===== config.mk =====
export PLATFORM = sky130hd
export DESIGN_NAME = pftp_root_cell
export DESIGN_NICKNAME = d
export VERILOG_FILES = /design/src/rtl/pftp_pkg.sv /design/src/rtl/pftp_root_cell.sv
export SDC_FILE = /design/constraint.sdc
export NUM_CORES = 1
export LEC_CHECK = 0
export ABC_AREA = 1
export BUFFER_PORTS_ARGS = -buffer_cell sky130_fd_sc_hd__buf_2
export CAP_MARGIN = 40
export CORE_AREA = 2 2 205 207
export DETAILED_ROUTE_END_ITERATION = 10
export DIE_AREA = 0 0 207 209
export HOLD_SLACK_MARGIN = 0.08
export SYNTH_ARGS = -nofsm -noshare
export SYNTH_HDL_FRONTEND = slang
export SYNTH_SLANG_ARGS = --single-unit

===== constraint.sdc =====
create_clock -name clock -period 17.3 [get_ports clock]
set_input_delay 2.595 -clock clock [delete_from_list [all_inputs] [get_ports clock]]
set_output_delay 2.595 -clock clock [all_outputs]
set_load 0.1 [all_outputs]

===== src/rtl/pftp_pkg.sv =====
package pftp_pkg;

   localparam int COORD_WIDTH = 16;
   localparam int FRAC_BITS   = 8;
   localparam int UNIT_BITS   = 30;
   localparam int COEF_WIDTH  = 36;
   localparam int OFFS_WIDTH  = 54;
   localparam int NORM_WIDTH  = 20;
   localparam int DIFF_WIDTH  = COORD_WIDTH + 1;
   localparam int CROSS_WIDTH = 2 * DIFF_WIDTH + 1;
   localparam int SQ_WIDTH    = 2 * CROSS_WIDTH + 2;
   localparam int ROOT_WIDTH  = SQ_WIDTH / 2;
   localparam int QUO_WIDTH   = 40;
   localparam int NUM_WIDTH   = CROSS_WIDTH + UNIT_BITS + 1;
   localparam int PROD_WIDTH  = QUO_WIDTH + COORD_WIDTH + 1;
   localparam int SUM_WIDTH   = PROD_WIDTH + 2;
   localparam int MIN_NORM_RESET = 1;

   typedef logic signed [COORD_WIDTH-1:0] coord_type;
   typedef logic signed [CROSS_WIDTH-1:0] cross_type;

   // Payload carried from one cell to the next.
   typedef struct packed {
      logic                    valid;
      logic                    normalize;
      coord_type               x0;
      coord_type               y0;
      coord_type               z0;
      cross_type               a;
      cross_type               b;
      cross_type               c;
      logic [SQ_WIDTH-1:0]     sq_rem;
      logic [ROOT_WIDTH-1:0]   root;
   } root_slot_type;

   typedef struct packed {
      logic                    valid;
      logic                    normalize;
      logic                    degenerate;
      coord_type               x0;
      coord_type               y0;
      coord_type               z0;
      cross_type               a;
      cross_type               b;
      cross_type               c;
      logic [ROOT_WIDTH-1:0]   norm;
      logic [NUM_WIDTH-1:0]    rem_a;
      logic [NUM_WIDTH-1:0]    rem_b;
      logic [NUM_WIDTH-1:0]    rem_c;
      logic [QUO_WIDTH-1:0]    q_a;
      logic [QUO_WIDTH-1:0]    q_b;
      logic [QUO_WIDTH-1:0]    q_c;
   } div_slot_type;

endpackage


===== src/rtl/pftp_root_cell.sv =====
// One bit of the restoring square root (non-performing form).
module pftp_root_cell
   import pftp_pkg::*;
#(
   parameter int BIT_POS = 0
) (
   input  logic          clock,
   input  logic          reset,
   input  logic          advance,
   input  root_slot_type slot_in,
   output root_slot_type slot_out
);

   root_slot_type slot_ff, slot_in_r;
   logic [SQ_WIDTH-1:0] trial;
   logic [SQ_WIDTH-1:0] root_ext;

   always_comb begin
      // partial root r holds the bits above BIT_POS; trial = (2R + 2^b) * 2^b
      root_ext  = SQ_WIDTH'(slot_in.root);
      trial     = (root_ext << (2 * BIT_POS + 2)) | (SQ_WIDTH'(1) << (2 * BIT_POS));
      slot_in_r = slot_in;
      slot_in_r.root = slot_in.root << 1;
      if (slot_in.sq_rem >= trial) begin
         slot_in_r.sq_rem = slot_in.sq_rem - trial;
         slot_in_r.root   = (slot_in.root << 1) | ROOT_WIDTH'(1);
      end
   end

   always_ff @(posedge clock) begin
      if (reset) begin
         slot_ff.valid <= 1'b0;
      end else if (advance) begin
         slot_ff <= slot_in_r;
      end
   end

   assign slot_out = slot_ff;

endmodule


# Word-level counts from Yosys, hierarchy flattened
# Cells that the tools add are included.
# classes
bitwise_logic	1
order_cmp	1
n_addsub	1
reduce_logical	1
mux	1
# op_table
cell	n
2-to-1 mux 108 bit	1
greater-or-equal comparator 72 x 38 -> 1 bit	1
subtractor 72 x 38 -> 72 bit	1
AND reduction 2 bit	1
inverter 1 bit	1
# word_totals
reg_bits	263
output_inout_bits	263
in_bits	266

# Depth between registers and ports, before layout
# Gate-level depths: netlist of the first run.
# depth
word_depth	2
mapped_depth	17
depth_no_buf	17

# Worst setup path after synthesis of the first run
# Ideal clock, no wire load.
# synth_path
path_type	input-to-reg
start	input advance
end	register slot_ff (netlist bit slot_out[0]) (enable)
slack_ns	2.771
setup_ns	0.898
required_ns	16.402
path_stages	2
arrival_ns	13.631
cell_sequence	inv_1 nor2_1
# synth_via
elab_chain_cells	1
# synth_lines
element	line	source
start: declaration	pftp_root_cell.sv:9	input logic advance,
AND reduction 2 bit (no source line)	--	
end signal: assignment	pftp_root_cell.sv:34	slot_ff <= slot_in_r;
end: declaration	pftp_root_cell.sv:14	root_slot_type slot_ff, slot_in_r;
# Every way passes these cells.
# A chain may end at the register's enable or synchronous reset.

==> results of run 1 <==
==> through the flow <==
| stage | cell area, um^2 | util | hold WS [ns] |
|---|---|---|---|
| final | 17400 | 0.422 | 0.471 |
| after floorplan | 13100 | - | 0.893 |
| after detailed placement | 16400 | 0.398 | 0.458 |
| after global placement | 16400 | 0.397 | 0.466 |
| after CTS | 17400 | 0.421 | 0.468 |
| after global routing | 17400 | 0.421 | 0.484 |
==> power by group <==
group,internal (mW),total [mW],switching (mW)
Clock,0.370,0.636,0.266
Sequential,0.758,0.773,0.0147
Combinational,0.0988,0.581,0.482
Total,1.23,1.99,0.763
==> placed cells by master (no fill, tap or decap), types with 5 or more instances in the layout <==
cell type	count
ha_1	38
edfxtp_1	262
nor2_2	7
o21ai_1	33
nand4_1	20
a21oi_1	60
o21ai_0	27
nand2_2	11
nor2_1	148
buf_2	528
xor2_1	5
nand2_1	414
nor3_1	19
inv_1	211
nand3b_1	14
clkbuf_16	31
diode_2	6
clkinv_1	9
xnor2_1	27
clkinv_2	5
nand3_1	52
==> routing by layer <==
metal  part of all wire  vias up  track usage
met5             0.0012        -            0
met4              0.017       10       0.0470
met3              0.070       61       0.0543
met2               0.50      399        0.436
met1               0.41     5645        0.301
li1                   -     5679            -
==> logic make-up (layout without fill, tap and decap cells) <==
family,Yosys count,count (layout),synth area share
and+or+nand+nor,700,700,0.222
other,0,6,0
DFF,263,263,0.600
adders and majority gates,38,38,0.0362
buffers and inverters,224,799,0.0681
xor gates and xnor gates,32,32,0.0213
AOI/OAI and AO/OA,130,130,0.0520
==> critical path, cell delays in order <==
cell     delay, ns
buf_2         0.09
inv_1         0.05
ha_1          0.35
nand2_2       0.10
inv_1         0.04
a21oi_1       0.23
nand2_2       0.14
nand2_1       0.10
nand3_2       0.12
nand2_2       0.12
nand3_4       0.36
inv_4         0.79
o21ai_0       0.24
==> area by class of cell <==
cell class,count,share of cell area
inverters,213,0.0461
clock inverters,21,0.0106
flip-flops and latches,263,0.453
diodes,6,0.000862
multi-input cells,900,0.251
well taps,539,0.0387
clock buffers,34,0.0452
repair buffers,531,0.155
==> final timing paths <==
path | endpoint | from | slack, ns | cells past startpoint
max | slot_out[53] | slot_in[4] | 12.22 | 13
min | slot_out[262] | slot_out[262] | 0.47 | 2
max reg2reg | slot_out[262] | slot_out[262] | 16.72 | 2
min reg2reg | slot_out[262] | slot_out[262] | 0.47 | 2
==> summary.txt, run 1 <==
STA
  • RSZ-0062 raised after global routing: false
  • Slew of the pin with the lowest slew margin: 1.08 ns
  • Total Negative Setup Slacks: 0 ns
  • Tmin final: 5.08 ns
  • Final worst-path setup slack: 12.22 ns
  • Fmax: 197 MHz
  • Worst clock skew: 0 ns
  • # setup viols final: 0
  • Worst slew margin: 0.283
  • Fin. max-slew vios: 0
  • Hold Vio Cnt, Final: 0
  • Final Cycle Share: 0.294

Setup path
  • CP arrival: 5.34 ns
  • Worst path required time: 17.56 ns
  • CP Class: input pin to flip-flop
  • Crit path launch type: input pin
  • CP max FO: 81
  • CP endpoint kind: flip-flop

CTS
  • Setup Fix Bufs, Post-CTS: 0
  • Clk root buf: clkbuf_16
  • CTS Hold Bufs: 0
  • Clock sink total: 263
  • Clk pin slew, worst setup/hold paths: 0.06 ns
  • CTS tree: built
  • Clock insertion delay at the later pin of the skew report: 0.55 ns
  • H-tree levels: 1
  • Clock Path Buffers: 3
  • TritonCTS buffer count: 31
  • CTS resizes: 0

Logic synthesis
  • Synth top area cells: edfxtp_1 (60%), nand2_1 (12%), inv_1 (6.0%), nor2_1 (4.3%), ha_1 (3.6%)
  • Number of enable flip-flop cells after synthesis: 262
  • Synth unique cells: 34
  • Synth top area share: 0.599
  • Post-synthesis cell area: 0.0131 mm^2
  • Top cells by count, synth: nand2_1 (414), edfxtp_1 (262), inv_1 (211)
  • Post-Synthesis Cells: 1387
  • Dominant cell type by area after synthesis: edfxtp_1
  • Most frequent cell after synthesis: nand2_1
  • FFs w/ async S/R, synth: 0
  • Synth Warn #: 0
  • Yosys reg bits: 263
  • Sequential area share after synthesis: 0.600
  • Main synth FF type: edfxtp_1
  • Syn avg cell area: 9.47 um^2
  • Net count after synthesis: 1691

Finish
  • Finished Layout Cells: 2507
  • Max reg flops: 263
  • Fraction of layout cells with a size suffix above 1: 0.308
  • Sequential Area: 0.00789 mm^2
  • FILL cells: 4167
  • Nets: 2244
  • Multi-input logic area: 0.00436 mm^2
  • Layout area overhead: 32.5%

Placement
  • IO Port Bufs: 528
  • Post-DP HPWL: 45000 um
  • GP Congestion: 1.05
  • Inst Count DP: 2446
  • Setup WS pre-CTS: 11.65 ns

Run status
  • Status: completed

Global route
  • Number of global-route vias before repair: 11700
  • GR Util All Layers: 0.243
  • GR Overflow Total: 0
  • Initial antenna violation count: 13
  • Largest net degree at the start of global routing: 177
  • First-pass GRT wire length: 77400 um

Detailed routing
  • Drt total wl: 54600 um
  • Routed vias: 11800
  • Routed len/inst: 21.8 um
  • Initial DRT Pass Iterations: 5
  • DRC viols: 0
  • Number of nets still failing antenna checks after routing: 0
  • Vias/cell: 4.70
  • Iter 0 DRT Violations: 733

Job
  • Max Cap Viol: 0

Die
  • Initial Util: 0.318
  • Row cnt: 75
  • Num ports: 529
  • Total die area: 0.0433 mm^2
  • Die X-Extent: 207 um
  • Placeable Area: 0.0413 mm^2
  • Die height: 209 um

Power
  • Peak VDD IR: 0.0726 mV
  • PD cells: 114 mW/mm^2
  • Tot Pwr: 1.99 mW
  • Leakage: 7.92 nW

Hold path
  • Worst hold-check path type: flip-flop to flip-flop
No activity file was read; power rests on OpenSTA's default activity.
==> inputs of run 2 (changes only) <==
Settings changed: CORE_AREA 2 2 205 207 to 2 2 204 206, DIE_AREA 0 0 207 209 to 0 0 206 208.
Clock period 17.3 ns to 4.35 ns, I/O delays scaled along.
==> run 2 against run 1 <==
Clock skew did not move. Die area fell by 0.96%. Final cell count rose by 0.40%. Wire length rose by 4.3%. Register-to-register slack got worse by 13 ns. Worst hold slack got worse by 0.24 ns. Via count rose by 2.1%. Sequential power rose to 4.0 times the previous value. Power rose to 4.0 times the previous value. Count of clock-buffer cells in the layout rose by 3. Setup slack got worse by 11 ns. Utilization rose by 1.0 points. Critical path type unchanged. Largest power group unchanged. Highest routed layer unchanged.
==> summary.txt, run 2 (synthesized netlist as in run 1, its figures left out) <==
Run status
  • Status: completed

Finish
  • Leading cell type in the layout, fill and taps excluded: buf_2
  • Max reg flops: 263 (unchanged)
  • Commonest cells after routing, fill and taps aside: buf_2 (528), nand2_1 (414), edfxtp_1 (262)
  • Fraction of layout cells with a size suffix above 1: 0.313 (+0.00500)
  • Nets: 2250 (+0.27%)
  • Layout area overhead: 33.3%
  • Finished Layout Cells: 2517 (+0.40%)
  • Final instance area: 0.0175 mm^2 (+0.55%)

Die
  • Num ports: 529 (unchanged)
  • Row cnt: 74 (-1.3%)
  • Initial Util: 0.324 (+0.00577)
  • Placeable Area: 0.0406 mm^2 (-1.8%)
  • Total die area: 0.0428 mm^2 (-0.96%)
  • Die height: 208 um (-0.48%)
  • Die X-Extent: 206 um (-0.48%)

Power
  • Internal: 4.90 mW (+300%)
  • Clock power share: 0.324 (+0.004)
  • Sw Ratio: 0.387 (+0.00337)
  • Switching pwr: 3.09 mW (+310%)
  • Sequential share of power: 0.385 (-0.004)
  • Leakage: 7.95 nW (+0.35%)
  • PD cells: 457 mW/mm^2 (+300%)
  • Peak VDD IR: 0.285 mV (+290%)
  • Comb pwr share: 0.291 (about the same)

Placement
  • Dpl cell area: 0.0165 mm^2 (+0.25%)
  • Inst Count DP: 2445 (-0.041%)
  • Setup WS pre-CTS: 1.03 ns (-10.62 ns)
  • Post-DP HPWL: 47000 um (+4.2%)
  • GP Congestion: 1.03 (-2.0%)
  • IO Port Bufs: 528 (unchanged)

Detailed routing
  • DRC viols: 0 (unchanged)
  • Number of nets still failing antenna checks after routing: 0 (unchanged)
  • Drt total wl: 57000 um (+4.3%)
  • Initial DRT Pass Iterations: 5 (unchanged)
  • Routed len/inst: 22.6 um (+3.9%)
  • Iter 0 DRT Violations: 891 (+22%)
  • Routed vias: 12000 (+2.1%)
  • Vias/cell: 4.79 (+1.7%)

STA
  • Worst slew margin: 0.473 (+0.191)
  • WHS: 0.228 ns (-0.244 ns)
  • Slew of the pin with the lowest slew margin: 0.790 ns (-0.286 ns)
  • Fmax: 375 MHz
  • Final Cycle Share: 0.613
  • Fin. max-slew vios: 0 (unchanged)
  • # setup viols final: 0 (unchanged)
  • Worst clock skew: 0 ns (unchanged)
  • Tmin final: 2.67 ns
  • Final worst-path setup slack: 1.68 ns (-10.53 ns)
  • Hold Vio Cnt, Final: 0 (unchanged)
  • RSZ-0062 raised after global routing: false

CTS
  • Clk root buf: clkbuf_16
  • Setup Fix Bufs, Post-CTS: 0 (unchanged)
  • Clk pin slew, worst setup/hold paths: 0.06 ns (about the same)
  • Clock insertion delay at the later pin of the skew report: 0.59 ns (+0.04 ns)
  • CTS Hold Bufs: 0 (unchanged)
  • CTS tree: built
  • TritonCTS buffer count: 31 (unchanged)
  • Clock sink total: 263 (unchanged)
  • CTS resizes: 0 (unchanged)
  • Clock Path Buffers: 3 (unchanged)
  • H-tree levels: 1 (unchanged)

Job
  • Max Cap Viol: 0 (unchanged)

Setup path
  • Worst path required time: 4.67 ns (-12.89 ns)
  • Slowest-stage cell, CP: buf_4
  • Largest stage delay, worst path: 0.43 ns (-0.36 ns)
  • CP Class: input pin to flip-flop
  • CP max FO: 46 (-43%)
  • Buf+Inv Stages, Crit Path: 4 (unchanged)
  • Delay-heaviest family, CP: compound AO/OA/AOI/OAI gates
  • CP endpoint kind: flip-flop
  • R2r startpoint: slot_out[262]
  • Crit path launch type: input pin
  • R2R Path End: slot_out[262]
  • R2R setup slack: 3.74 ns (-12.98 ns)
  • Reg2reg path depth: 2 (unchanged)
  • CP Cell Sequence: buf_2, inv_1, ha_1, a21oi_2, nand2_1, a21oi_1, nand3_2, nand2_2, nand3_4, inv_4, buf_4, o21ai_0
  • Critical Path Start: slot_in[21]
  • CP arrival: 2.98 ns (-2.36 ns)

Global route
  • Initial antenna violation count: 24 (+11)
  • First-pass GRT wire length: 79200 um (+2.2%)
  • Number of global-route vias before repair: 11900 (+1.3%)
  • Largest net degree at the start of global routing: 129 (-27%)
  • GR Util All Layers: 0.256 (+0.0128)
  • GR Overflow Total: 0 (unchanged)

Hold path
  • Hold EP: slot_out[121]
  • Hold depth: 1 (-1)
  • Hold Startpoint: slot_in[121]
  • Worst hold-check path type: input pin to flip-flop
-- run 2: metal layers --
layer | up-vias | global-route usage | part of all wire
met5 | - | 0.0127 | 0.0026
met2 | 474 | 0.436 | 0.48
met3 | 110 | 0.0733 | 0.090
met1 | 5724 | 0.304 | 0.39
li1 | 5715 | - | -
met4 | 24 | 0.0929 | 0.038
-- run 2: final cells by class --
class | count | area (um^2)
fill | 4100 | 23000
tap | 532 | 666
clock buffer | 37 | 798
antenna | 16 | 40.0
clock inverter | 19 | 203
timing repair buffer | 537 | 2740
sequential | 263 | 7890
multi-input combinational | 900 | 4360
inverter | 213 | 815
-- run 2: through the flow --
step	util	TNS (ns)	total power [mW]
2_1_floorplan	-	-158.25	4.88
3_3_place_gp	0.406	0	5.45
3_5_place_dp	0.406	0	5.45
4_1_cts	0.431	0	8.07
5_1_grt	0.431	0	8.26
6_report	0.432	0	7.99
-- run 2: worst max-delay path by stage --
stage / depth (start not counted) / to / slack [ns]
finish: 12 / slot_out[53] / 1.68
global route: 12 / slot_out[53] / 1.48
CTS: 12 / slot_out[53] / 1.67
detailed placement: 12 / slot_out[53] / 1.03
global placement: 12 / slot_out[53] / 1.13
floorplan: 2 / slot_out[0] / -0.60
-- run 2: power groups by stage --
stage	sequential (mW)	clock, mW	combinational, mW
2_1_floorplan	4.43	0	0.451
3_3_place_gp	3.13	0	2.33
3_5_place_dp	3.13	0	2.33
4_1_cts	3.08	2.66	2.34
5_1_grt	3.09	2.74	2.42
6_report	3.08	2.59	2.32
