File: config.mk
export PLATFORM = sky130hd
export DESIGN_NAME = pftp_div_cell
export DESIGN_NICKNAME = d
export VERILOG_FILES = /design/src/rtl/pftp_pkg.sv /design/src/rtl/pftp_div_cell.sv
export SDC_FILE = /design/constraint.sdc
export NUM_CORES = 1
export LEC_CHECK = 0
export BUFFER_PORTS_ARGS = -buffer_cell sky130_fd_sc_hd__buf_2
export CAP_MARGIN = 10
export CORE_AREA = 2 2 401 403
export DETAILED_ROUTE_END_ITERATION = 10
export DIE_AREA = 0 0 403 405
export PLACE_DENSITY = 0.3
export SLEW_MARGIN = 0
export SYNTH_ARGS = -nofsm -noshare
export SYNTH_HDL_FRONTEND = slang
export SYNTH_SLANG_ARGS = --single-unit
File: constraint.sdc
create_clock -name clock -period 33.5 [get_ports clock]
set_input_delay 5.025 -clock clock [delete_from_list [all_inputs] [get_ports clock]]
set_output_delay 5.025 -clock clock [all_outputs]
set_load 0.05 [all_outputs]
File: src/rtl/pftp_pkg.sv
package pftp_pkg;

   localparam int COORD_WIDTH = 16;
   localparam int FRAC_BITS   = 8;
   localparam int UNIT_BITS   = 30;
   localparam int COEF_WIDTH  = 36;
   localparam int OFFS_WIDTH  = 54;
   localparam int NORM_WIDTH  = 20;
   localparam int DIFF_WIDTH  = COORD_WIDTH + 1;
   localparam int CROSS_WIDTH = 2 * DIFF_WIDTH + 1;
   localparam int SQ_WIDTH    = 2 * CROSS_WIDTH + 2;
   localparam int ROOT_WIDTH  = SQ_WIDTH / 2;
   localparam int QUO_WIDTH   = 40;
   localparam int NUM_WIDTH   = CROSS_WIDTH + UNIT_BITS + 1;
   localparam int PROD_WIDTH  = QUO_WIDTH + COORD_WIDTH + 1;
   localparam int SUM_WIDTH   = PROD_WIDTH + 2;
   localparam int MIN_NORM_RESET = 1;

   typedef logic signed [COORD_WIDTH-1:0] coord_type;
   typedef logic signed [CROSS_WIDTH-1:0] cross_type;

   // Payload carried from one cell to the next.
   typedef struct packed {
      logic                    valid;
      logic                    normalize;
      coord_type               x0;
      coord_type               y0;
      coord_type               z0;
      cross_type               a;
      cross_type               b;
      cross_type               c;
      logic [SQ_WIDTH-1:0]     sq_rem;
      logic [ROOT_WIDTH-1:0]   root;
   } root_slot_type;

   typedef struct packed {
      logic                    valid;
      logic                    normalize;
      logic                    degenerate;
      coord_type               x0;
      coord_type               y0;
      coord_type               z0;
      cross_type               a;
      cross_type               b;
      cross_type               c;
      logic [ROOT_WIDTH-1:0]   norm;
      logic [NUM_WIDTH-1:0]    rem_a;
      logic [NUM_WIDTH-1:0]    rem_b;
      logic [NUM_WIDTH-1:0]    rem_c;
      logic [QUO_WIDTH-1:0]    q_a;
      logic [QUO_WIDTH-1:0]    q_b;
      logic [QUO_WIDTH-1:0]    q_c;
   } div_slot_type;

endpackage

File: src/rtl/pftp_div_cell.sv
// One quotient bit for each of the three component divisions.
module pftp_div_cell
   import pftp_pkg::*;
#(
   parameter int BIT_POS = 0
) (
   input  logic         clock,
   input  logic         reset,
   input  logic         advance,
   input  div_slot_type slot_in,
   output div_slot_type slot_out
);

   div_slot_type slot_ff, slot_nx;
   logic [NUM_WIDTH+QUO_WIDTH-1:0] dshift;

   always_comb begin
      dshift  = (NUM_WIDTH + QUO_WIDTH)'(slot_in.norm) << BIT_POS;
      slot_nx = slot_in;
      if ((NUM_WIDTH + QUO_WIDTH)'(slot_in.rem_a) >= dshift) begin
         slot_nx.rem_a = NUM_WIDTH'((NUM_WIDTH + QUO_WIDTH)'(slot_in.rem_a) - dshift);
         slot_nx.q_a   = slot_in.q_a | (QUO_WIDTH'(1) << BIT_POS);
      end
      if ((NUM_WIDTH + QUO_WIDTH)'(slot_in.rem_b) >= dshift) begin
         slot_nx.rem_b = NUM_WIDTH'((NUM_WIDTH + QUO_WIDTH)'(slot_in.rem_b) - dshift);
         slot_nx.q_b   = slot_in.q_b | (QUO_WIDTH'(1) << BIT_POS);
      end
      if ((NUM_WIDTH + QUO_WIDTH)'(slot_in.rem_c) >= dshift) begin
         slot_nx.rem_c = NUM_WIDTH'((NUM_WIDTH + QUO_WIDTH)'(slot_in.rem_c) - dshift);
         slot_nx.q_c   = slot_in.q_c | (QUO_WIDTH'(1) << BIT_POS);
      end
   end

   always_ff @(posedge clock) begin
      if (reset) begin
         slot_ff.valid <= 1'b0;
      end else if (advance) begin
         slot_ff <= slot_nx;
      end
   end

   assign slot_out = slot_ff;

endmodule

======== After elaboration in Yosys (flattened, before gate mapping) ========
Index checks and enable logic that the tools add are counted.
storage, ports and cells
  bits in registers ....................... 510
  input bits .............................. 513
  output and inout bits ................... 510
  word-level logic and storage cells ...... 30
cells by class
  $add $sub $neg .......................... 3
  order comparisons ....................... 3
  muxes and demuxes ....................... 3
  bitwise operators ....................... 1
  reduce and logical (&&, ||, !) cells .... 1
operators with widths
  operator           count
  $ge A66 B36 Y1     3
  $mux W66           3
  $sub A66 B36 Y66   3
  $reduce_and A2 Y1  1
  $not A1 Y1         1

======== Longest topological paths before layout ========
Gate-level depths: netlist of the first run.
  word-level depth ........................ 2
  depth in mapped cells ................... 15

======== Worst setup path before layout of the first run ========
No wires, ideal clock.
  path type ............................... input-to-reg
  start ................................... in reset
  end ..................................... reg slot_ff, in the netlist slot_out[0] (enable)
  library setup time ...................... 1.463 ns
  data arrival time ....................... 27.488 ns
  data required time ...................... 32.037 ns
  slack ................................... 4.549 ns
  stages on the path ...................... 1
  path buffers ............................ 0
  cell sequence ........................... nor2b_1
on the way
  word-level cells in the longest chain between the ends .. 2
ends and longest elaborated chain
  element                             line                 text
  start: declaration                  pftp_div_cell.sv:8   input logic reset,
  $not A1 Y1 (no source line)         n/a
  $reduce_and A2 Y1 (no source line)  n/a
  end signal: assignment              pftp_div_cell.sv:38  slot_ff <= slot_nx;
  end: declaration                    pftp_div_cell.sv:14  div_slot_type slot_ff, slot_nx;
No other way between the ends.
A chain may end at the register's enable or synchronous reset.

==> results.yml, run 1 <==
power:
  comb_power_share_pct: 23.5
  clock_power_share_pct: 38.8
  seqPwrFrac_pct: 37.7
  switching_share_pct: 34.6
  p_sw_mw: 0.716
  powerDensity_nw_per_um2: 59.8
  p_int_mw: 1.35
  leakage_nw: 13.9
  peakVddDrop_mv: 0.0336
logic_synthesis:
  ys_async_sr_fraction_pct: 0
  ys_seq_area_share_pct: 62.3
  synthesis.area_um2: 24600
  synthTopCellsByArea: "edfxtp_1 62%, ha_1 5.5%, xor2_1 3.4%, a21oi_1 3.4%, xnor2_1 3.2%"
  synth-edff-count: 509
  ys_types: 74
  synth_top_area_share_pct: 62.2
  avgSynthCellArea_um2: 12.6
  ys_seq_elements: 510
  yosys_warnings: 0
  netlist_instances: 1946
  synth_top_cell_by_area: "edfxtp_1"
  synth_fp_nets: 2570
  synth-main-ff-cell: "edfxtp_1"
placed_design:
  post-place-cells: 5003
  hpwl_um: 128000
  place_congestion: 0.824
  io_buffer_count: 1022
global_routing:
  antenna_found_initial: 105
  grt_pass1_vias: 21063
  grt-ovfl-total: 0
  grt_usage_pct: 17.8
  grt_max_degree: 145
  grt_pass1_wl_um: 195000
clock_network:
  clock_sinks: 510
  cts_setup_buffers: 0
  clock-root-buffer: "clkbuf_16"
  clkLatencyLatePin_ns: 0.65
  clockBufferDepth: 3
  cts_resized: 0
  clk_pin_slew_worst_paths_ns: 0.06
  numCtsBuffers: 73
  cts_tree: "yes"
  htreeDepth: 3
  cts_hold_buf: 0
run:
  cap_violations: 0
worst_setup_path:
  r2r-end: "slot_out[509]"
  crit_end: "slot_out[169]"
  start_kind: "primary input"
  critical_path_class: "primary input to register"
  cp-end-kind: "register"
  worst_ep_required_time_ns: 33.89
  r2r_cells: 2
  r2r_slack_ns: 32.92
  path_max_fanout: 50
  arrival_ns: 9.77
  regToRegStartpoint: "slot_out[509]"
  crit_start: "slot_in[331]"
floorplan:
  die_w_um: 403
  row_count: 147
  die_h_um: 405
  start_util_pct: 15.4
  die_area_um2: 163000
  fp.coreArea_um2: 159000
  ioPinCount: 1023
final_layout:
  syn_to_final_growth_pct: 40.8
  largest_reg_flops: 510
  fillCellCount: 17412
  post-route-util_pct: 21.7
  nets: 3616
  final_cells: 5150
  drive_gt1_share_pct: 39.0
sta:
  worst_pin_slew_ns: 1.11
  final_hold_viol_count: 0
  rsz0062_at_grt: "false"
  layout_min_cycle_time_ns: 9.38
  timing.final.crit_share_pct: 28.0
  slew-limit-headroom_pct: 25.2
  finalSetupViolations: 0
  maxSlewViolCount: 0
  fin_skew_ns: 0
  max_freq_ghz: 0.107
  setup_tns_ns: 0
detailed_routing:
  vias: 20682
  post_drt_wl_per_cell_um: 29.4
  drt-initial-drc-count: 1088
  dr.pass1.iters: 5
  drc: 0
  routed_wl_um: 151000
  ant_nets: 0
  vias_per_cell: 4.02
status:
  outcome: "finished, final reports clean"
min_path:
  min_path_cells: 2
  hp-class: "register to register"
-- area by class of cell --
type	count	area, µm²	area share, %
clock inverter	43	484	1.40
sequential	510	15300	44.3
clock buffer	90	1910	5.53
antenna	14	35.0	0.101
tap	2086	2610	7.55
inverter	64	240	0.695
timing repair buffer	1034	5220	15.1
multi-input combinational	1309	8770	25.4
-- cells by family after synthesis --
group                    share of synthesized area, %
AND/OR/NAND/NOR                                  11.1
flip-flops                                       62.3
AO/OA/AOI/OAI                                    10.8
XOR/XNOR                                         6.67
buffers and inverters                            2.09
adder cells (fa/ha/maj)                          5.75
multiplexers                                     1.24
-- critical path, stage by stage --
cell       delay [ns]
buf_2            0.09
inv_1            0.11
ha_1             0.40
nand2_1          0.13
nor3_1           0.39
o211a_1          0.22
a221oi_1         0.18
o21ai_0          0.50
nand2_1          0.23
o31ai_4          0.78
buf_4            0.61
o2111ai_2        0.58
o41ai_1          0.38
o21ai_0          0.13
-- synth_stat cells, drive strengths merged (42+ instances only) --
cell type	count
nor3	65
clkbuf	56
xnor2	91
nand4	42
ha	108
nor2	152
inv	64
o21ai	89
a21o	59
nand2	142
edfxtp	509
a21oi	166
xor2	96
-- metrics by stage --
step           total power [mW]  hold slack, ns  area [µm²]  setup slack, ns
6_report                   2.07           0.497       34600            24.12
5_1_grt                    2.16           0.572       34500            23.64
4_1_cts                    2.11           0.501       34500            24.03
3_5_place_dp               1.29           0.487       32100            23.28
3_3_place_gp               1.29           0.485       32100            23.32
2_1_floorplan              1.12           0.733       24600             4.55
-- worst min-delay path by stage --
stage                        from            end
detailed placement  slot_out[509]  slot_out[509]
global route        slot_out[509]  slot_out[509]
CTS                 slot_out[509]  slot_out[509]
finish              slot_out[509]  slot_out[509]
floorplan           slot_out[509]  slot_out[509]
global placement    slot_out[509]  slot_out[509]
-- routing by layer --
metal  vias up  global-route usage [%]  wire length, µm
met5         -                       0              440
met4        70                    5.10             4200
met3       250                    6.39            12900
met2       794                    32.5            77900
met1     10092                    19.2            55800
li1       9476                       -                -
-- power by group through the flow --
stage	registers (mW)	logic (mW)	clock network (mW)
3_5_place_dp	0.793	0.493	0
3_3_place_gp	0.794	0.498	0
2_1_floorplan	0.983	0.135	0
5_1_grt	0.784	0.514	0.856
4_1_cts	0.781	0.496	0.838
6_report	0.780	0.486	0.802
-- cell usage in the layout (no fill, tap or decap), drive strengths merged, types with 14 or more instances in the layout --
master,count
nor3,65
mux2,23
inv,70
clkbuf,90
a21o,59
clkinv,26
o21bai,19
nand4,42
nor2,152
xor2,96
nand2b,19
xnor2,91
buf,1034
o21ai,89
or4,15
a21oi,166
nor4,23
edfxtp,509
ha,108
diode,14
nand2,142
or3,14
nand3,30
Note: power is estimated with default switching activity, not from simulation.
==> run 2: changes to the inputs <==
==> constraint.sdc (replaced) <==
create_clock -name clock -period 9.3 [get_ports clock]
set_input_delay 1.395 -clock clock [delete_from_list [all_inputs] [get_ports clock]]
set_output_delay 1.395 -clock clock [all_outputs]
set_load 0.05 [all_outputs]
==> run 2 against run 1 <==
Net effect: combinational power rose to 3.6 times the previous value; critical path depth fell by 2; sequential power rose to 3.6 times the previous value; clock skew did not move; clock power increased to 3.5 times the previous value; hold slack improved by 0.028 ns; sequential cell count stayed put; count of clock-buffer cells in the layout decreased by 4; cell count is 0.29% lower; via count fell by 0.19%; power grew to 3.5 times the previous value; critical path type unchanged; largest cell class unchanged.
==> results.yml, run 2 (synthesis results as in run 1) <==
clock_network:
  cts_resized: 0
  clk_pin_slew_worst_paths_ns: 0.06
  cts_hold_buf: 0
  htreeDepth: 3
  cts_setup_buffers: 0
  cts_tree: "yes"
  clockBufferDepth: 3
  numCtsBuffers: 73
  clock_sinks: 510
  clock-root-buffer: "clkbuf_16"
  clkLatencyLatePin_ns: 0.69
sta:
  finalSetupViolations: 0
  final_hold_viol_count: 0
  slew-limit-headroom_pct: 27.4
  setup_ws_ns: 3.75
  setup_tns_ns: 0
  rsz0062_at_grt: "false"
  timing.final.crit_share_pct: 59.7
  timing.hold.ws_ns: 0.525
  worst_pin_slew_ns: 1.08
  layout_min_cycle_time_ns: 5.55
  maxSlewViolCount: 0
  max_freq_ghz: 0.180
  fin_skew_ns: 0
placed_design:
  post-place-cells: 5001
  pre_cts_ws_ns: 2.97
  hpwl_um: 123000
  place_congestion: 0.835
  io_buffer_count: 1022
  placed_area_um2: 32200
global_routing:
  antenna_found_initial: 95
  grt_pass1_wl_um: 190000
  grt-ovfl-total: 0
  grt_max_degree: 132
  grt_usage_pct: 17.3
  grt_pass1_vias: 20800
floorplan:
  die_w_um: 403
  row_count: 147
  start_util_pct: 15.4
  die_area_um2: 163000
  ioPinCount: 1023
  die_h_um: 405
  fp.coreArea_um2: 159000
detailed_routing:
  ant_nets: 0
  post_drt_wl_per_cell_um: 28.7
  vias_per_cell: 4.02
  routed_wl_um: 147000
  dr.pass1.iters: 5
  drc: 0
  vias: 20642
  drt-initial-drc-count: 1229
final_layout:
  final_cells: 5135
  syn_to_final_growth_pct: 40.3
  post-route-util_pct: 21.6
  largest_reg_flops: 510
  drive_gt1_share_pct: 38.9
  layout_common_cells: "1,022 x buf_2, 509 x edfxtp_1, 166 x a21oi_1"
  nets: 3614
  fillCellCount: 17357
  mostFrequentLayoutCell: "buf_2"
  final_area_um2: 34500
min_path:
  hp-class: "register to register"
power:
  powerDensity_nw_per_um2: 212
  leakage_nw: 13.9
  total_power_mw: 7.32
  peakVddDrop_mv: 0.120
worst_setup_path:
  arrival_ns: 5.97
  worst_ep_required_time_ns: 9.72
  cp-end-kind: "register"
  critical_path_class: "primary input to register"
  start_kind: "primary input"
  path_max_fanout: 63
run:
  cap_violations: 0
status:
  outcome: "finished, final reports clean"
==> run 2: changes by cell type in the layout (fill, tap and decap cells not counted), sizes merged, moves of 2 or more <==
cell / previous run / this run
clkbuf: 90 / 86
buf: 1034 / 1032
bufinv: 7 / 4
diode: 14 / 10
inv: 70 / 68
==> run 2: worst paths after layout <==
kind	startpoint	endpoint	slack [ns]	cells past startpoint
worst min-delay path	slot_out[509]	slot_out[509]	0.53	2
worst min register to register	slot_out[509]	slot_out[509]	0.53	2
worst max-delay path	slot_in[318]	slot_out[187]	3.75	12
worst max register to register	slot_out[509]	slot_out[509]	8.71	2
==> run 2: layer usage <==
metal / up-vias / track usage (%) / share of wire (%)
met5: - / 0 / 0.24
met4: 56 / 5.82 / 3.6
met3: 244 / 5.46 / 7.9
met2: 831 / 31.1 / 51
met1: 10069 / 19.2 / 37
li1: 9442 / - / -
==> run 2: power by group <==
group | total, mW | switching, mW | internal [mW]
sequential | 2.81 | 0.0549 | 2.76
combinational | 1.74 | 1.30 | 0.438
clock | 2.77 | 1.20 | 1.57
==> run 2: critical path: stages <==
cell and delay [ns]:
buf_2 0.15, ha_1 0.19, inv_1 0.06, fa_1 0.41
a21o_1 0.22, a221oi_1 0.62, a211oi_1 0.20, o21ai_0 0.59
a2111oi_0 0.38, nor3_2 0.65, buf_4 0.62, mux2_2 0.40
==> run 2: layout make-up <==
cell class / instances / area, µm² / share of cell area, %
flip-flops and latches: 510 / 15300 / 44.4
multi-input cells: 1309 / 8770 / 25.4
repair buffers: 1032 / 5230 / 15.2
well taps: 2086 / 2610 / 7.57
clock buffers: 86 / 1880 / 5.44
clock inverters: 38 / 412 / 1.19
inverters: 64 / 240 / 0.697
diodes: 10 / 25.0 / 0.0726
==> run 3: changes to the inputs <==
--- a/config.mk
+++ b/config.mk
@@ -5,12 +5,13 @@
 export SDC_FILE = /design/constraint.sdc
 export NUM_CORES = 1
 export LEC_CHECK = 0
+export ABC_AREA = 1
 export BUFFER_PORTS_ARGS = -buffer_cell sky130_fd_sc_hd__buf_2
 export CAP_MARGIN = 10
-export CORE_AREA = 2 2 401 403
+export CORE_AREA = 2 2 393 395
 export DETAILED_ROUTE_END_ITERATION = 10
-export DIE_AREA = 0 0 403 405
-export PLACE_DENSITY = 0.3
+export DIE_AREA = 0 0 395 397
+export PLACE_DENSITY = 0.35
 export SLEW_MARGIN = 0
 export SYNTH_ARGS = -nofsm -noshare
 export SYNTH_HDL_FRONTEND = slang
==> constraint.sdc (replaced) <==
create_clock -name clock -period 5 [get_ports clock]
set_input_delay 0.75 -clock clock [delete_from_list [all_inputs] [get_ports clock]]
set_output_delay 0.75 -clock clock [all_outputs]
set_load 0.05 [all_outputs]
==> run 3 against run 2 <==
Net effect: sequential cell count did not move; cell area rose by 16%; register-to-register slack worse by 4.3 ns.
==> results.yml, run 3 <==
status:
  outcome: "finished, final reports clean"
worst_setup_path:
  crit_chain: "buf_2 -> inv_1 -> ha_1 -> a21oi_1 -> inv_1 -> nor2_1 -> nand2_1 -> inv_1 -> nand4_1 -> a21oi_1 -> nand2_2 -> inv_2 -> o21ai_0"
  cpPeakStageDelay_ns: 0.77
  cp_slowest_cell: "inv_2"
  critical_path_class: "primary input to register"
  path_max_fanout: 71
  arrival_ns: 3.76
  cp_top_family: "buffers and inverters"
  start_kind: "primary input"
  cp-end-kind: "register"
  crit_top_cell: "inv_1"
  worst_ep_required_time_ns: 5.37
  path_buf_inv: 5
sta:
  layout_min_cycle_time_ns: 3.39
  max_freq_ghz: 0.295
  slew-limit-headroom_pct: 26.9
  worst_pin_slew_ns: 1.10
  fin_skew_ns: 0
  rsz0062_at_grt: "false"
  setup_ws_ns: 1.61
  setup_tns_ns: 0
  maxSlewViolCount: 0
  finalSetupViolations: 0
  final_hold_viol_count: 0
  timing.final.crit_share_pct: 67.9
global_routing:
  grt_pass1_vias: 28768
  grt-ovfl-total: 0
  grt_pass1_wl_um: 259000
  grt_usage_pct: 24.6
  grt_max_degree: 90
  antenna_found_initial: 103
logic_synthesis:
  synth_fp_nets: 4296
  ys_seq_area_share_pct: 51.2
  avgSynthCellArea_um2: 8.13
  synth-main-ff-cell: "edfxtp_1"
  synth-edff-count: 509
  synthTopCellsByArea: "edfxtp_1 51%, nand2_1 17%, inv_1 7.3%, nor2_1 4.8%, ha_1 4.5%"
  ys_types: 39
  ys_async_sr_fraction_pct: 0
  synth_common_cells: "1,325 x nand2_1, 583 x inv_1, 509 x edfxtp_1, 382 x nor2_1"
  netlist_instances: 3672
  synth.most_common_cell: "nand2_1"
  yosys_warnings: 0
  synth_top_area_share_pct: 51.2
  synthesis.area_um2: 29900
  ys_seq_elements: 510
  synth_top_cell_by_area: "edfxtp_1"
floorplan:
  fp.coreArea_um2: 153000
  die_w_um: 395
  row_count: 144
  die_area_um2: 157000
  die_h_um: 397
  start_util_pct: 19.5
  ioPinCount: 1023
final_layout:
  mostFrequentLayoutCell: "nand2_1"
  multi_input_area_um2: 12100
  drive_gt1_share_pct: 24.5
  layout_common_cells: "1,325 x nand2_1, 1,022 x buf_2, 582 x inv_1"
  seq_area_um2: 15300
  largest_reg_flops: 510
  post-route-util_pct: 26.1
  nets: 5386
  syn_to_final_growth_pct: 33.7
  fillCellCount: 17045
clock_network:
  cts_setup_buffers: 0
  clk_pin_slew_worst_paths_ns: 0.07
  cts_hold_buf: 0
  numCtsBuffers: 72
  clock-root-buffer: "clkbuf_16"
  cts_resized: 0
  clock_sinks: 510
  clkLatencyLatePin_ns: 0.66
  htreeDepth: 3
  cts_tree: "yes"
  clockBufferDepth: 3
detailed_routing:
  drt-initial-drc-count: 2339
  ant_nets: 0
  drc: 0
  vias: 29777
  vias_per_cell: 4.33
  post_drt_wl_per_cell_um: 29.1
  routed_wl_um: 200000
  dr.pass1.iters: 6
placed_design:
  pre_cts_ws_ns: 0.879
  hpwl_um: 174000
  place_congestion: 0.958
  io_buffer_count: 1022
run:
  cap_violations: 0
min_path:
  hp-class: "primary input to register"
power:
  leakage_nw: 18.5
  peakVddDrop_mv: 0.246
  powerDensity_nw_per_um2: 356
-- run 3: cell count changes after synthesis, moves of 32 or more --
| cell | before | now |
|---|---|---|
| nand2_1 | 142 | 1325 |
| inv_1 | 64 | 583 |
| nor2_1 | 152 | 382 |
| nand3_1 | 30 | 142 |
| xor2_1 | 96 | 34 |
| a21o_1 | 59 | 1 |
| clkbuf_1 | 56 | 0 |
| o21ai_1 | 1 | 47 |
| nand3b_1 | 3 | 35 |
-- run 3: cell type report --
class                   instances  area share, %
flip-flops and latches        510           38.3
multi-input cells            2541           30.3
repair buffers               1047           13.6
well taps                    2044           6.41
inverters                     590           5.58
clock buffers                  85           4.74
clock inverters                40          0.981
diodes                         20          0.125
-- run 3: cells by family (layout without fill, tap and decap cells) --
group	Yosys count	count (layout)	synth area share, %
xor gates and xnor gates	96	96	2.82
AOI/OAI and AO/OA	299	299	5.26
DFF	510	510	51.2
buffers and inverters	621	1762	8.31
adders and majority gates	111	111	4.73
other	0	20	0
and+or+nand+nor	2035	2035	27.6
-- run 3: path summary, 6_finish.rpt --
check	slack, ns	cells past startpoint	from	endpoint
min	0.24	1	slot_in[337]	slot_out[337]
max reg2reg	4.46	2	slot_out[509]	slot_out[509]
min reg2reg	0.46	2	slot_out[509]	slot_out[509]
max	1.61	13	slot_in[353]	slot_out[216]
-- run 3: stage by stage --
stage               cells  cell area, µm²  power (mW)  hold WS [ns]
detailed placement   6732           37600        9.09         0.451
CTS                  6857           39900        14.4         0.169
global placement     6732           37600        9.12         0.447
floorplan            3672           29900        7.56         0.674
global route         6860           39900        14.7         0.209
finish               6877           39900        14.2         0.239
-- run 3: where the power goes --
part	leakage (nW)	internal, mW	switching [mW]
registers	4.79	5.12	0.144
logic	12.6	0.837	2.87
clock network	1.11	2.98	2.25
-- run 3: routing by layer --
metal | global-route usage [%] | vias up | routed length, µm
li1 | - | 14055 | -
met1 | 28.8 | 14271 | 79000
met2 | 43.5 | 1133 | 99300
met3 | 7.59 | 250 | 16500
met4 | 5.86 | 68 | 5000
met5 | 0 | - | 431
